**src/hw/rtl/sfa_pkg.sv**
```systemverilog
// ----------------------------------------------------------------------------
// Signed fraction adder package
// Shared port widths and result status codes of the fraction adder.
// ----------------------------------------------------------------------------
package sfa_pkg;

  // Width of the numerator and denominator ports.
  localparam int unsigned IN_W = 32;

  typedef enum logic [1:0] {
    ST_OK       = 2'd0,
    ST_ZERO_DEN = 2'd1,
    ST_OVERFLOW = 2'd2
  } status_e;

endpackage

```
**src/hw/rtl/sfa_divider.sv**
```systemverilog
// ----------------------------------------------------------------------------
// Shared restoring divider
// Bit-serial unsigned divider that produces one quotient bit per cycle and
// serves every gcd step and every division of the fraction adder.
// ----------------------------------------------------------------------------
module sfa_divider #(
  parameter int unsigned DW = 64
) (
  input  logic          clk_i,
  input  logic          rst_ni,
  input  logic          start_i,
  input  logic [DW:0]   dividend_i,
  input  logic [DW-1:0] divisor_i,
  output logic          done_o,
  output logic [DW:0]   quot_o,
  output logic [DW-1:0] rem_o
);

  localparam int unsigned NW = DW + 1;
  localparam int unsigned CW = $clog2(NW + 1);

  logic [CW-1:0] cnt_q, cnt_d;
  logic          done_q, done_d;
  logic [NW-1:0] quot_q, quot_d;
  logic [DW-1:0] rem_q, rem_d;
  logic [DW-1:0] dvsr_q, dvsr_d;
  logic [DW:0]   rem_sh;
  logic [DW:0]   rem_sub;
  logic          fits;

  assign rem_sh  = {rem_q, quot_q[NW-1]};
  assign fits    = (rem_sh >= {1'b0, dvsr_q});
  assign rem_sub = rem_sh - {1'b0, dvsr_q};

  always_comb begin
    cnt_d  = cnt_q;
    quot_d = quot_q;
    rem_d  = rem_q;
    dvsr_d = dvsr_q;
    done_d = (cnt_q == CW'(1));
    if (start_i) begin
      cnt_d  = CW'(NW);
      quot_d = dividend_i;
      rem_d  = '0;
      dvsr_d = divisor_i;
    end else if (cnt_q != '0) begin
      cnt_d  = cnt_q - CW'(1);
      quot_d = {quot_q[NW-2:0], fits};
      rem_d  = fits ? rem_sub[DW-1:0] : rem_sh[DW-1:0];
    end
  end

  always_ff @(posedge clk_i or negedge rst_ni) begin
    if (!rst_ni) begin
      cnt_q  <= '0;
      done_q <= 1'b0;
    end else begin
      cnt_q  <= cnt_d;
      done_q <= done_d;
    end
  end

  always_ff @(posedge clk_i) begin
    quot_q <= quot_d;
    rem_q  <= rem_d;
    dvsr_q <= dvsr_d;
  end

  assign done_o = done_q;
  assign quot_o = quot_q;
  assign rem_o  = rem_q;

`ifndef SYNTHESIS
  // A new division must never be issued while one is still running.
  a_start_idle: assert property (@(posedge clk_i) disable iff (!rst_ni)
    start_i |-> cnt_q == '0)
    else $error("divider started while busy");

  a_start_no_done: assert property (@(posedge clk_i) disable iff (!rst_ni)
    start_i |=> !done_o && cnt_q != '0)
    else $error("divider finished right after start");
`endif

endmodule

```
**src/hw/rtl/sfa_ctrl.sv**
```systemverilog
// ----------------------------------------------------------------------------
// Fraction adder sequencer
// Runs both gcd loops, the scaling products, the signed add and the final
// reductions, issuing every division to the shared divider.
// ----------------------------------------------------------------------------
module sfa_ctrl #(
  parameter int unsigned WIDTH = 32,
  localparam int unsigned LW = (WIDTH < sfa_pkg::IN_W) ? WIDTH : sfa_pkg::IN_W,
  localparam int unsigned DW = 2 * LW
) (
  input  logic                     clk_i,
  input  logic                     rst_ni,
  input  logic                     start_i,
  output logic                     busy_o,
  input  logic                     neg_a_i,
  input  logic [sfa_pkg::IN_W-1:0] num_a_i,
  input  logic [sfa_pkg::IN_W-1:0] den_a_i,
  input  logic                     neg_b_i,
  input  logic [sfa_pkg::IN_W-1:0] num_b_i,
  input  logic [sfa_pkg::IN_W-1:0] den_b_i,
  output logic                     done_o,
  output logic                     neg_sum_o,
  output logic [sfa_pkg::IN_W-1:0] num_sum_o,
  output logic [sfa_pkg::IN_W-1:0] den_sum_o,
  output sfa_pkg::status_e         status_o,
  output logic                     div_start_o,
  output logic [DW:0]              div_dividend_o,
  output logic [DW-1:0]            div_divisor_o,
  input  logic                     div_done_i,
  input  logic [DW:0]              div_quot_i,
  input  logic [DW-1:0]            div_rem_i
);

  localparam int unsigned IW = sfa_pkg::IN_W;
  localparam logic [IW-1:0] LIM = IW'((64'd1 << LW) - 64'd1);

  typedef enum logic [18:0] {
    S_IDLE = 19'b0000000000000000001,
    S_G1   = 19'b0000000000000000010,
    S_G1W  = 19'b0000000000000000100,
    S_M1   = 19'b0000000000000001000,
    S_M1W  = 19'b0000000000000010000,
    S_M2   = 19'b0000000000000100000,
    S_M2W  = 19'b0000000000001000000,
    S_MUL1 = 19'b0000000000010000000,
    S_MUL2 = 19'b0000000000100000000,
    S_MUL3 = 19'b0000000001000000000,
    S_ADD  = 19'b0000000010000000000,
    S_RED  = 19'b0000000100000000000,
    S_REDW = 19'b0000001000000000000,
    S_G2   = 19'b0000010000000000000,
    S_G2W  = 19'b0000100000000000000,
    S_DEN  = 19'b0001000000000000000,
    S_DENW = 19'b0010000000000000000,
    S_NUM  = 19'b0100000000000000000,
    S_NUMW = 19'b1000000000000000000
  } state_e;

  state_e state_q, state_d;
  logic   done_q, done_d;

  logic             sa_q, sa_d, sb_q, sb_d, sign_q, sign_d;
  logic [LW-1:0]    na_q, na_d, nb_q, nb_d, da_q, da_d, db_q, db_d;
  logic [LW-1:0]    m1_q, m1_d, m2_q, m2_d;
  logic [DW-1:0]    x_q, x_d, y_q, y_d;
  logic [DW-1:0]    lcm_q, lcm_d, s1_q, s1_d, s2_q, s2_d, den_q, den_d;
  logic [DW:0]      sum_q, sum_d;
  logic             neg_q, neg_d;
  logic [IW-1:0]    num_out_q, num_out_d, den_out_q, den_out_d;
  sfa_pkg::status_e status_q, status_d;

  logic [LW-1:0] mul_a, mul_b;
  logic [DW-1:0] prod;
  logic          in_zero, in_wide;

  assign in_zero = (den_a_i == '0) || (den_b_i == '0);
  assign in_wide = (num_a_i > LIM) || (den_a_i > LIM) || (num_b_i > LIM) || (den_b_i > LIM);

  // One multiplier, shared by the three scaling products.
  always_comb begin
    unique case (state_q)
      S_MUL2: begin
        mul_a = na_q;
        mul_b = m2_q;
      end
      S_MUL3: begin
        mul_a = nb_q;
        mul_b = m1_q;
      end
      default: begin
        mul_a = m1_q;
        mul_b = db_q;
      end
    endcase
  end

  assign prod = DW'(mul_a) * DW'(mul_b);

  always_comb begin
    unique case (state_q)
      S_M1: begin
        div_dividend_o = (DW + 1)'(da_q);
        div_divisor_o  = x_q;
      end
      S_M2: begin
        div_dividend_o = (DW + 1)'(db_q);
        div_divisor_o  = x_q;
      end
      S_RED: begin
        div_dividend_o = sum_q;
        div_divisor_o  = lcm_q;
      end
      S_DEN: begin
        div_dividend_o = (DW + 1)'(lcm_q);
        div_divisor_o  = x_q;
      end
      S_NUM: begin
        div_dividend_o = sum_q;
        div_divisor_o  = x_q;
      end
      default: begin
        div_dividend_o = (DW + 1)'(x_q);
        div_divisor_o  = y_q;
      end
    endcase
  end

  always_comb begin
    state_d     = state_q;
    done_d      = 1'b0;
    div_start_o = 1'b0;
    sa_d        = sa_q;
    sb_d        = sb_q;
    sign_d      = sign_q;
    na_d        = na_q;
    nb_d        = nb_q;
    da_d        = da_q;
    db_d        = db_q;
    m1_d        = m1_q;
    m2_d        = m2_q;
    x_d         = x_q;
    y_d         = y_q;
    lcm_d       = lcm_q;
    s1_d        = s1_q;
    s2_d        = s2_q;
    den_d       = den_q;
    sum_d       = sum_q;
    neg_d       = neg_q;
    num_out_d   = num_out_q;
    den_out_d   = den_out_q;
    status_d    = status_q;

    unique case (state_q)
      S_IDLE: begin
        if (start_i) begin
          if (in_zero || in_wide) begin
            done_d    = 1'b1;
            neg_d     = 1'b0;
            num_out_d = '0;
            den_out_d = '0;
            status_d  = in_zero ? sfa_pkg::ST_ZERO_DEN : sfa_pkg::ST_OVERFLOW;
          end else begin
            sa_d    = neg_a_i;
            sb_d    = neg_b_i;
            na_d    = num_a_i[LW-1:0];
            nb_d    = num_b_i[LW-1:0];
            da_d    = den_a_i[LW-1:0];
            db_d    = den_b_i[LW-1:0];
            x_d     = DW'(den_a_i[LW-1:0]);
            y_d     = DW'(den_b_i[LW-1:0]);
            state_d = S_G1;
          end
        end
      end
      S_G1: begin
        if (y_q == '0) begin
          state_d = S_M1;
        end else begin
          div_start_o = 1'b1;
          state_d     = S_G1W;
        end
      end
      S_G1W: begin
        if (div_done_i) begin
          x_d     = y_q;
          y_d     = div_rem_i;
          state_d = S_G1;
        end
      end
      S_M1: begin
        div_start_o = 1'b1;
        state_d     = S_M1W;
      end
      S_M1W: begin
        if (div_done_i) begin
          m1_d    = div_quot_i[LW-1:0];
          state_d = S_M2;
        end
      end
      S_M2: begin
        div_start_o = 1'b1;
        state_d     = S_M2W;
      end
      S_M2W: begin
        if (div_done_i) begin
          m2_d    = div_quot_i[LW-1:0];
          state_d = S_MUL1;
        end
      end
      S_MUL1: begin
        lcm_d   = prod;
        state_d = S_MUL2;
      end
      S_MUL2: begin
        s1_d    = prod;
        state_d = S_MUL3;
      end
      S_MUL3: begin
        s2_d    = prod;
        state_d = S_ADD;
      end
      S_ADD: begin
        if (sa_q == sb_q) begin
          sum_d  = {1'b0, s1_q} + {1'b0, s2_q};
          sign_d = sa_q;
        end else if (s1_q >= s2_q) begin
          sum_d  = {1'b0, s1_q - s2_q};
          sign_d = sa_q;
        end else begin
          sum_d  = {1'b0, s2_q - s1_q};
          sign_d = sb_q;
        end
        state_d = S_RED;
      end
      S_RED: begin
        if (sum_q == '0) begin
          // A zero sum keeps the sign of the first operand.
          done_d    = 1'b1;
          neg_d     = sa_q;
          num_out_d = '0;
          den_out_d = IW'(1);
          status_d  = sfa_pkg::ST_OK;
          state_d   = S_IDLE;
        end else begin
          div_start_o = 1'b1;
          state_d     = S_REDW;
        end
      end
      S_REDW: begin
        if (div_done_i) begin
          x_d     = lcm_q;
          y_d     = div_rem_i;
          state_d = S_G2;
        end
      end
      S_G2: begin
        if (y_q == '0) begin
          state_d = S_DEN;
        end else begin
          div_start_o = 1'b1;
          state_d     = S_G2W;
        end
      end
      S_G2W: begin
        if (div_done_i) begin
          x_d     = y_q;
          y_d     = div_rem_i;
          state_d = S_G2;
        end
      end
      S_DEN: begin
        div_start_o = 1'b1;
        state_d     = S_DENW;
      end
      S_DENW: begin
        if (div_done_i) begin
          den_d   = div_quot_i[DW-1:0];
          state_d = S_NUM;
        end
      end
      S_NUM: begin
        div_start_o = 1'b1;
        state_d     = S_NUMW;
      end
      S_NUMW: begin
        if (div_done_i) begin
          done_d = 1'b1;
          if ((div_quot_i[DW:LW] != '0) || (den_q[DW-1:LW] != '0)) begin
            neg_d     = 1'b0;
            num_out_d = '0;
            den_out_d = '0;
            status_d  = sfa_pkg::ST_OVERFLOW;
          end else begin
            neg_d     = sign_q;
            num_out_d = IW'(div_quot_i[LW-1:0]);
            den_out_d = IW'(den_q[LW-1:0]);
            status_d  = sfa_pkg::ST_OK;
          end
          state_d = S_IDLE;
        end
      end
      default: begin
        state_d = S_IDLE;
      end
    endcase
  end

  always_ff @(posedge clk_i or negedge rst_ni) begin
    if (!rst_ni) begin
      state_q <= S_IDLE;
      done_q  <= 1'b0;
    end else begin
      state_q <= state_d;
      done_q  <= done_d;
    end
  end

  always_ff @(posedge clk_i) begin
    sa_q      <= sa_d;
    sb_q      <= sb_d;
    sign_q    <= sign_d;
    na_q      <= na_d;
    nb_q      <= nb_d;
    da_q      <= da_d;
    db_q      <= db_d;
    m1_q      <= m1_d;
    m2_q      <= m2_d;
    x_q       <= x_d;
    y_q       <= y_d;
    lcm_q     <= lcm_d;
    s1_q      <= s1_d;
    s2_q      <= s2_d;
    den_q     <= den_d;
    sum_q     <= sum_d;
    neg_q     <= neg_d;
    num_out_q <= num_out_d;
    den_out_q <= den_out_d;
    status_q  <= status_d;
  end

  assign busy_o    = (state_q != S_IDLE);
  assign done_o    = done_q;
  assign neg_sum_o = neg_q;
  assign num_sum_o = num_out_q;
  assign den_sum_o = den_out_q;
  assign status_o  = status_q;

`ifndef SYNTHESIS
  a_err_zero: assert property (@(posedge clk_i) disable iff (!rst_ni)
    done_o && status_o != sfa_pkg::ST_OK |->
      !neg_sum_o && num_sum_o == '0 && den_sum_o == '0)
    else $error("error result carries nonzero fields");

  a_ok_den: assert property (@(posedge clk_i) disable iff (!rst_ni)
    done_o && status_o == sfa_pkg::ST_OK |-> den_sum_o != '0)
    else $error("valid result with zero denominator");

  a_busy_start: assert property (@(posedge clk_i) disable iff (!rst_ni)
    $rose(busy_o) |-> $past(start_i))
    else $error("sequencer left idle without a request");
`endif

endmodule

```
**src/hw/rtl/signed_fraction_adder.sv**
```systemverilog
// ----------------------------------------------------------------------------
// Signed fraction adder
// Adds two sign-magnitude fractions and returns the sum in lowest terms.
// ----------------------------------------------------------------------------
// Channel   Ports                        Handshake
// request   start_i, busy_o, operands    taken when start_i is high, busy_o low
// result    done_o, sum fields, status   one-cycle strobe, cannot be held off
//
// Zero denominators and operands above the value limit 2**LW - 1, with
// LW = min(WIDTH, 32), give their result in the cycle after the request,
// with busy_o staying low. Otherwise the result follows the first gcd loop,
// the scale divisions, the products, the signed add and, unless the sum is
// zero, the reduction, second gcd loop and final divisions on the divider.
// Reset returns the sequencer and divider to idle.
// ----------------------------------------------------------------------------
module signed_fraction_adder #(
  parameter int unsigned WIDTH = 32
) (
  input  logic                     clk_i,
  input  logic                     rst_ni,
  input  logic                     start_i,
  output logic                     busy_o,
  input  logic                     neg_a_i,
  input  logic [sfa_pkg::IN_W-1:0] num_a_i,
  input  logic [sfa_pkg::IN_W-1:0] den_a_i,
  input  logic                     neg_b_i,
  input  logic [sfa_pkg::IN_W-1:0] num_b_i,
  input  logic [sfa_pkg::IN_W-1:0] den_b_i,
  output logic                     done_o,
  output logic                     neg_sum_o,
  output logic [sfa_pkg::IN_W-1:0] num_sum_o,
  output logic [sfa_pkg::IN_W-1:0] den_sum_o,
  output logic [1:0]               status_o
);

  localparam int unsigned LW = (WIDTH < sfa_pkg::IN_W) ? WIDTH : sfa_pkg::IN_W;
  localparam int unsigned DW = 2 * LW;

  logic             div_start;
  logic [DW:0]      div_dividend;
  logic [DW-1:0]    div_divisor;
  logic             div_done;
  logic [DW:0]      div_quot;
  logic [DW-1:0]    div_rem;
  sfa_pkg::status_e status;

  sfa_ctrl #(
    .WIDTH(WIDTH)
  ) u_ctrl (
    .clk_i          (clk_i),
    .rst_ni         (rst_ni),
    .start_i        (start_i),
    .busy_o         (busy_o),
    .neg_a_i        (neg_a_i),
    .num_a_i        (num_a_i),
    .den_a_i        (den_a_i),
    .neg_b_i        (neg_b_i),
    .num_b_i        (num_b_i),
    .den_b_i        (den_b_i),
    .done_o         (done_o),
    .neg_sum_o      (neg_sum_o),
    .num_sum_o      (num_sum_o),
    .den_sum_o      (den_sum_o),
    .status_o       (status),
    .div_start_o    (div_start),
    .div_dividend_o (div_dividend),
    .div_divisor_o  (div_divisor),
    .div_done_i     (div_done),
    .div_quot_i     (div_quot),
    .div_rem_i      (div_rem)
  );

  sfa_divider #(
    .DW(DW)
  ) u_divider (
    .clk_i      (clk_i),
    .rst_ni     (rst_ni),
    .start_i    (div_start),
    .dividend_i (div_dividend),
    .divisor_i  (div_divisor),
    .done_o     (div_done),
    .quot_o     (div_quot),
    .rem_o      (div_rem)
  );

  assign status_o = status;

endmodule

```
**config.mk**
```make
export PLATFORM = sky130hd
export DESIGN_NAME = signed_fraction_adder
export DESIGN_NICKNAME = d
export VERILOG_FILES = /design/src/hw/rtl/sfa_pkg.sv /design/src/hw/rtl/sfa_divider.sv /design/src/hw/rtl/sfa_ctrl.sv /design/src/hw/rtl/signed_fraction_adder.sv
export SDC_FILE = /design/constraint.sdc
export NUM_CORES = 2
export LEC_CHECK = 0
export BUFFER_PORTS_ARGS = -buffer_cell sky130_fd_sc_hd__buf_2
export CAP_MARGIN = 0
export CORE_MARGIN = 8
export CORE_UTILIZATION = 55
export CTS_CLUSTER_DIAMETER = 200
export CTS_CLUSTER_SIZE = 28
export DETAILED_ROUTE_END_ITERATION = 12
export PLACE_DENSITY_LB_ADDON = 0.05
export SETUP_SLACK_MARGIN = 0.2
export SLEW_MARGIN = 20
export SYNTH_ARGS = -nofsm -noshare
export SYNTH_HDL_FRONTEND = slang
export SYNTH_SLANG_ARGS = --single-unit
```
**constraint.sdc**
```tcl
create_clock -name clk_i -period 16.3 [get_ports clk_i]
set_input_delay 0.815 -clock clk_i [delete_from_list [all_inputs] [get_ports clk_i]]
set_output_delay 0.815 -clock clk_i [all_outputs]
set_load 0.02 [all_outputs]
```
==> flow_summary.json <==
{
  "status": "finished, final reports clean",
  "synth_area_per_cell_um2": 9.698,
  "grt_max_degree": 125,
  "synth_top_cell_area_share_pct": 30.00,
  "r2r_slack_ns": 3.86,
  "cts.sinks": 932,
  "synth_enable_flop_cells": 840,
  "postCtsSetupBuffers": 0,
  "die-width_um": 407,
  "clk_pin_slew_worst_paths_ns": 0.12,
  "synthCells": 8670,
  "die_y_um": 407,
  "cp_data_required_time_ns": 16.63,
  "ctsResizeCount": 0,
  "overflow": 0,
  "track_usage_pct": 38.09,
  "initial_core_util_pct": 55.35,
  "antenna_found_initial": 26,
  "clock_skew_ns": 0.05083,
  "ant_nets": 0,
  "io_buffers": 201,
  "ys.flop_type": "edfxtp_1",
  "rsz0062_at_grt": "false",
  "cts.path.max_buffers": 3,
  "synth_cell_type_count": 120,
  "synth_seq_cells": 932,
  "cp_slowest_cell": "a221o_1",
  "ys_top_cells_by_area": "edfxtp_1 30%, fa_1 21%, ha_1 7.7%",
  "cts-root-buf": "clkbuf_16",
  "reg2reg_from": "u_ctrl.state_q[15]",
  "worstMarginPinSlew_ns": 1.234,
  "period_share_pct": 76.30,
  "drc": 0,
  "first_pass_iters": 9,
  "wl_mm": 319.8,
  "max_freq_mhz": 80.41,
  "yosys_warnings": 0,
  "worstPathArrival_ns": 12.76,
  "slew_viol_final": 0,
  "reg2reg_depth": 32,
  "coreArea_um2": 151900,
  "startpoint_type": "flip-flop",
  "synth_area_um2": 84080,
  "syn_nets": 10220,
  "ys_seq_area_share_pct": 32.36,
  "finalNetCount": 10150,
  "drive_gt1_share_pct": 6.618,
  "grt_pass1_wl_mm": 464.8,
  "end_kind": "flip-flop",
  "drt_first_iter_violations": 8149,
  "multiInputGateArea_um2": 50870,
  "area_delta_synth_final_pct": 5.058,
  "hold_buffers": 0,
  "slew_headroom_pct": 17.13,
  "num_rows": 143,
  "io_pins": 202,
  "fillers": 13330,
  "grt_pass1_vias": 68450,
  "period_needed_ns": 12.44,
  "seq_area_um2": 27210,
  "worstPathMaxFanout": 43,
  "place_congestion": 1.002,
  "async_flop_share_pct": 3.004,
  "wl_per_cell_um": 30.02,
  "timing_worst_setup_path_type": "reg2reg",
  "cts_tree": "built",
  "die-area_um2": 165600,
  "cp_common_cell": "fa_1",
  "dp_hpwl_mm": 251.9,
  "vias_per_cell": 6.400,
  "dr_total_vias": 68170,
  "finalSetupTns_ns": 0,
  "yosysTopAreaCell": "edfxtp_1",
  "drv_cap": 0,
  "hp-class": "in2async",
  "hold_violations": 0,
  "cpPeakStageDelay_ns": 0.91,
  "setup_viol": 0,
  "clock_latency_ns": 0.71,
  "r2r_end": "u_ctrl.s2_q[63]",
  "cts_buffers": 39,
  "htreeDepth": 2
}
## metal layers
layer / track usage (%) / wire (um)
met5: 0 / 94
met1: 48.69 / 117100
met4: 21.41 / 23440
met2: 60.18 / 144900
met3: 8.480 / 34340
## area by class of cell
type                       instances  area share (%)
clock inverter                     5         0.08357
multi-input combinational       6092           57.58
timing repair buffer             348           2.416
inverter                        1186           5.040
sequential                       932           30.80
clock buffer                      50           1.176
tap                             2030           2.875
antenna                           10         0.02833
## per-stage QoR
| stage | area (um^2) | util (%) | worst slack [ns] | std cells | hold WS (ns) |
|---|---|---|---|---|---|
| 2_1_floorplan | 84080 | - | 3.624 | 8670 | 0.4375 |
| 3_3_place_gp | 87170 | 57.39 | 4.157 | 10590 | 0.4650 |
| 3_5_place_dp | 87180 | 57.39 | 4.311 | 10590 | 0.4665 |
| 4_1_cts | 88290 | 58.12 | 4.212 | 10640 | 0.1514 |
| 5_1_grt | 88310 | 58.14 | 3.473 | 10640 | 0.1977 |
| 6_report | 88340 | 58.15 | 3.864 | 10650 | 0.1403 |
## how the worst max path moves through the flow
stage               cells past startpoint              end  slack, ns               start
global route                           32  u_ctrl.s1_q[63]       3.47  u_ctrl.state_q[12]
floorplan                               7    u_ctrl.x_q[0]       3.62  u_ctrl.state_q[12]
global placement                       32  u_ctrl.s1_q[63]       4.16  u_ctrl.state_q[15]
CTS                                    32  u_ctrl.s1_q[63]       4.21  u_ctrl.state_q[15]
finish                                 32  u_ctrl.s2_q[63]       3.86  u_ctrl.state_q[15]
detailed placement                     32  u_ctrl.s1_q[63]       4.31  u_ctrl.state_q[15]
## kinds of logic after synthesis
family / after synthesis / synth area share, %
AO/OA/AOI/OAI: 1643 / 13.82
XOR/XNOR: 184 / 1.917
flip-flops: 932 / 32.36
AND/OR/NAND/NOR: 2828 / 14.81
buffers and inverters: 1646 / 7.723
multiplexers: 17 / 0.2068
adder cells (fa/ha/maj): 1420 / 29.17
## worst max-delay path: cells and delay by family, from the launching register on
| family | cells | cell delay (ns) |
|---|---|---|
| flip-flops | 1 | 0.45 |
| AND/OR/NAND/NOR | 10 | 2.70 |
| XOR/XNOR | 1 | 0.85 |
| buffers and inverters | 5 | 1.02 |
| adder cells (fa/ha/maj) | 9 | 4.66 |
| AO/OA/AOI/OAI | 7 | 2.29 |
## placed cells by master (no fill, tap or decap), drive strengths merged, types with 127 or more instances in the layout
| cell | n |
|---|---|
| nor2 | 981 |
| xnor2 | 145 |
| edfxtp | 840 |
| a21o | 127 |
| a21oi | 444 |
| a22oi | 130 |
| o21ai | 221 |
| buf | 348 |
| nand2 | 1140 |
| fa | 900 |
| inv | 1185 |
| and2 | 173 |
| ha | 520 |
## synthesized netlist by cell type, types with 101 or more instances
cell type  instances
a21o_1           127
a22oi_1          130
nor4_1           101
buf_2            195
fa_1             900
and2_1           173
xnor2_1          145
inv_1           1184
nand4_1          105
clkbuf_1         230
o21ai_0          203
nand2_1         1139
edfxtp_1         840
a21oi_1          441
nor2_1           980
ha_1             520
Power is left out: the tool's default activity adds up to more than one toggle a clock period on the data nets, which glitch-free logic cannot reach.
